## src/design/pag_pkg.sv

```systemverilog
// Shared constants, types and the index fold of the branch predictor.
package pag_pkg;

    localparam int HIST_ENTRIES = 1024;
    localparam int HIST_LEN     = 10;
    localparam int PAT_ENTRIES  = 1 << HIST_LEN;
    localparam int IDX_W        = $clog2(HIST_ENTRIES);
    localparam int CLR_LEN      = (HIST_ENTRIES > PAT_ENTRIES) ? HIST_ENTRIES : PAT_ENTRIES;
    localparam int CLR_W        = $clog2(CLR_LEN);

    localparam logic [IDX_W-1:0] IDX_MASK = IDX_W'(HIST_ENTRIES - 1);

    localparam logic [1:0] REQ_PREDICT = 2'd0;
    localparam logic [1:0] REQ_UPDATE  = 2'd1;
    localparam logic [1:0] REQ_TRAIN   = 2'd2;

    typedef logic [HIST_LEN-1:0] hist_t;

    typedef struct packed {
        logic       valid;
        logic [1:0] req;
        logic       taken;
        hist_t      hist;
    } pht_req_t;

    typedef struct packed {
        logic             en;
        logic [CLR_W-1:0] addr;
    } clr_t;

    function automatic logic [IDX_W-1:0] fold_index(input logic [63:0] pc);
        logic [63:0] v;
        v = pc >> 2;
        v = v ^ (v >> 10);
        v = v ^ (v >> 20);
        v = v ^ (v >> 30);
        return v[IDX_W-1:0] & IDX_MASK;
    endfunction

endpackage

```

## src/design/pag_pht.sv

```systemverilog
// Pattern history table stage with counter training and the result register.
module pag_pht
    import pag_pkg::*;
(
    input  logic     clk,
    input  logic     rst_n,
    input  clr_t     clr,
    input  pht_req_t req,
    output logic     advance,
    input  logic     out_stall,
    output logic     out_valid,
    output logic     pred_taken,
    output hist_t    history_used
);

    logic [1:0] cnt_mem [PAT_ENTRIES];
    logic [1:0] cnt_q_reg;
    pht_req_t   s2_reg;
    logic       s2_valid_reg;
    logic       wr_valid_reg;
    hist_t      wr_addr_reg;
    logic [1:0] wr_data_reg;
    logic       out_valid_reg;
    logic       pred_reg;
    hist_t      hist_out_reg;

    logic [1:0] cnt_cur;
    logic [1:0] cnt_new;
    logic       train_fire;
    logic       pred_fire;

    assign advance = !(out_valid_reg && out_stall);

    assign cnt_cur = (wr_valid_reg && (wr_addr_reg == s2_reg.hist)) ? wr_data_reg : cnt_q_reg;

    always_comb
    begin
        if (s2_reg.taken)
        begin
            cnt_new = (cnt_cur == 2'd3) ? cnt_cur : cnt_cur + 2'd1;
        end
        else
        begin
            cnt_new = (cnt_cur == 2'd0) ? cnt_cur : cnt_cur - 2'd1;
        end
    end

    assign train_fire = advance && s2_valid_reg && (s2_reg.req == REQ_TRAIN);
    assign pred_fire  = s2_valid_reg && (s2_reg.req == REQ_PREDICT);

    always_ff @(posedge clk)
    begin
        if (advance)
        begin
            cnt_q_reg <= cnt_mem[req.hist];
        end
        if (clr.en && (clr.addr < PAT_ENTRIES))
        begin
            cnt_mem[clr.addr[HIST_LEN-1:0]] <= 2'd0;
        end
        else if (train_fire)
        begin
            cnt_mem[s2_reg.hist] <= cnt_new;
        end
    end

    always_ff @(posedge clk or negedge rst_n)
    begin
        if (!rst_n)
        begin
            s2_valid_reg  <= 1'b0;
            wr_valid_reg  <= 1'b0;
            out_valid_reg <= 1'b0;
        end
        else if (advance)
        begin
            s2_valid_reg  <= req.valid;
            wr_valid_reg  <= train_fire;
            out_valid_reg <= pred_fire;
        end
    end

    always_ff @(posedge clk)
    begin
        if (advance)
        begin
            s2_reg       <= req;
            wr_addr_reg  <= s2_reg.hist;
            wr_data_reg  <= cnt_new;
            pred_reg     <= cnt_cur[1];
            hist_out_reg <= s2_reg.hist;
        end
    end

    assign out_valid    = out_valid_reg;
    assign pred_taken   = pred_reg;
    assign history_used = hist_out_reg;

endmodule

```

## config.mk

```make
export PLATFORM = sky130hd
export DESIGN_NAME = pag_pht
export DESIGN_NICKNAME = d
export VERILOG_FILES = /design/src/design/pag_pkg.sv /design/src/design/pag_pht.sv
export SDC_FILE = /design/constraint.sdc
export NUM_CORES = 2
export LEC_CHECK = 0
export BUFFER_PORTS_ARGS = -buffer_cell sky130_fd_sc_hd__buf_2
export CORE_MARGIN = 5
export CORE_UTILIZATION = 42
export CTS_CLUSTER_DIAMETER = 40
export CTS_CLUSTER_SIZE = 16
export DETAILED_ROUTE_END_ITERATION = 8
export SYNTH_ARGS = -nofsm -noshare
export SYNTH_HDL_FRONTEND = slang
export SYNTH_SLANG_ARGS = --single-unit
```

## constraint.sdc

```tcl
create_clock -name clk -period 24.1 [get_ports clk]
set_input_delay 2.41 -clock clk [delete_from_list [all_inputs] [get_ports clk]]
set_output_delay 2.41 -clock clk [all_outputs]
set_load 0.01 [all_outputs]
```

==> summary.txt <==
Run status
  • Status: finished, final reports clean

Synth
  • Post-Syn Nets: 4920
  • Mapped Avg Cell Area: 17.4 um2
  • Mapped cell area: 85100 um2
  • Ys flop type: edfxtp_1
  • Compound-Gate Fraction of Synth Area: 0.0299
  • Post-Synth Simple-Gate Area: 0.0656
  • Synth warn: 0
  • Number of synthesized flops with an enable pin: 2076
  • Mux cell area share after synthesis: 0.144
  • Largest family of logic cells by synthesized area: multiplexers
  • Unique masters post-synth: 66
  • Synth Register Bits: 2079
  • Post-Syn Instances: 4892
  • Async SR Flop Fraction: 0.00144
  • Synth Area in Adders: 0.000235
  • Post-synthesis xor/xnor area fraction: 0.00103
  • Seq/Total Area, Yosys: 0.734

Global route
  • Initial antenna violation count: 10
  • Vias in the first global route: 47668
  • First-pass GRT wire length: 344000 um
  • Grt total ovfl: 0
  • Total track usage: 0.226
  • Pin count of the biggest net entering global routing: 246

STA
  • Max-slew violation count: 0
  • Setup TNS Final: 0 ns
  • F_max: 142 MHz
  • Setup Skew: 0.0602 ns
  • Slew HR: 0.134
  • Hold Vio Cnt, Final: 0
  • Final min period: 7.06 ns
  • RSZ-0062 raised after global routing: no
  • Final setup violation count: 0
  • Final WS setup: 17.04 ns
  • Worst-margin pin slew: 1.30 ns
  • Fraction of the cycle the final worst path needs: 0.293

CTS
  • # resized after CTS: 0
  • Worst-Skew Late Latency: 0.91 ns
  • # clock sinks: 2079
  • Htree depth: 5
  • Root buffer cell: clkbuf_16
  • Post-CTS setup buffers: 0
  • CTS tree: yes
  • Reg clk slew, reported paths: 0.06 ns
  • Hold Buf Count CTS: 0
  • Clock Path Buffers: 4
  • Cts bufs inserted: 289

Critical path
  • CP required: 24.71 ns
  • Crit path max fanout: 100
  • CP endpoint kind: register
  • Crit path kind: input pin to register
  • CP arrival: 7.67 ns
  • CP Launch Type: input pin

Final layout
  • Highest-count cells in the layout ignoring fill and taps: edfxtp_1 (2076), nor2_1 (1054), mux4_2 (456), clkbuf_16 (296), mux2i_1 (189)
  • Commonest non-fill, non-tap cell in the layout: edfxtp_1
  • # fillers: 16748
  • Max reg flops: 2048
  • Share of cells above drive strength 1: 0.222
  • Design area: 97300 um2
  • Multi-input logic area: 20800 um2
  • Area growth from synthesis to layout: 14.4%
  • Layout net count: 4989
  • Reg area: 62400 um2

Floorplan
  • Starting density of the core: 0.421
  • Die X-Extent: 460 um
  • Area of the core: 202000 um2
  • Top Ports: 41
  • Rows: 165
  • Die height: 460 um
  • Die Area: 212000 um2

Power
  • Peak supply drop: 0.0867 mV
  • Pleak: 30.9 nW
  • Total power: 8.51 mW
  • Pwr Density: 87.5 nW/um2

Place
  • RePlAce Congestion: 0.797
  • Area after DPL: 87800 um2
  • Dpl ws: 16.13 ns
  • Detailed placement HPWL: 129000 um
  • IO buf count: 40

Routing
  • Routed length per instance: 30.7 um
  • DR DRC count: 0
  • Via/cell ratio: 5.99
  • Final ANT Viol Nets: 0
  • DRT Pass-1 Iters: 6
  • 1st-iter DRT viols: 5917
  • Detailed-route wire length: 241000 um
  • Via count: 47001

Worst hold path
  • Hold Crit Class: register to register

Job
  • Total of max-cap violations: 0
-- kinds of logic (layout without fill, tap and decap cells) --
family | count (synthesis) | after routing
other | 0 | 2
xor gates and xnor gates | 10 | 10
DFF | 2079 | 2079
and+or+nand+nor | 1386 | 1386
buffers and inverters | 395 | 677
muxes | 656 | 656
adders and majority gates | 2 | 2
AOI/OAI and AO/OA | 364 | 364
-- power breakdown --
group | total, mW | switching [mW] | internal [mW]
clock | 4.16 | 1.64 | 2.52
sequential | 3.97 | 0.00727 | 3.97
combinational | 0.378 | 0.254 | 0.124
total | 8.51 | 1.90 | 6.61
-- stage by stage --
stage	utilization	instances	hold slack, ns
after floorplan	-	4892	0.436
after global placement	0.435	7341	0.445
after detailed placement	0.435	7342	0.470
after CTS	0.482	7846	0.477
after global routing	0.482	7847	0.490
final	0.482	7848	0.482
-- Yosys cell counts, drive strengths merged, types with 11 or more instances --
master	number	area (um2)
nor3	53	265
nand2	137	514
nor2b	11	68.8
nand3	53	265
a221oi	14	129
a22oi	39	293
edfxtp	2076	62300
o22ai	53	332
mux2i	189	1890
nor2	1057	3970
buf	136	1170
o221ai	73	646
o21ai	39	195
a31oi	12	75.1
nor4	11	68.8
a21oi	72	360
clkbuf	249	935
mux4	456	10300
a22o	11	96.3
nand2b	16	100
mux2	11	124
-- layer usage --
layer  track usage  share of wire
met1         0.304           0.39
met2         0.369           0.49
met3        0.0464          0.089
met4        0.0823          0.037
met5             0       0.000033
-- worst max-delay path, cell delays in order --
cell	delay, ns
buf_8	0.36
buf_4	0.71
buf_12	0.65
buf_4	0.64
mux4_2	0.59
mux4_2	0.50
and2_1	0.19
nor4_1	0.75
nor4_1	0.21
a22oi_1	0.26
nand4_1	0.13
-- area by class of cell --
cell class,count,share of cell area
Antenna cell,2,0.0000514
Clock buffer,311,0.0767
Clock inverter,193,0.0204
Inverter,10,0.000437
Multi-Input combinational cell,2418,0.214
Sequential cell,2079,0.642
Tap cell,2672,0.0344
Timing Repair Buffer,163,0.0128
-- worst paths after layout --
| path | start | endpoint | slack, ns | depth (start not counted) |
|---|---|---|---|---|
| max | req[0] | cnt_q_reg[1]$_DFFE_PN_ | 17.04 | 11 |
| min | s2_reg[12]$_DFFE_PN_ | out_valid$_DFFE_PN0N_ | 0.48 | 1 |
| max reg2reg | s2_reg[0]$_DFFE_PN_ | cnt_mem[749][1]$_DFFE_PP_ | 18.13 | 10 |
| min reg2reg | s2_reg[12]$_DFFE_PN_ | out_valid$_DFFE_PN0N_ | 0.48 | 1 |
| max in group asynchronous | rst_n | wr_valid_reg$_DFFE_PN0N_ | 22.69 | 1 |
| min in group asynchronous | rst_n | out_valid$_DFFE_PN0N_ | 1.31 | 1 |
(Power assumes the default switching activity.)
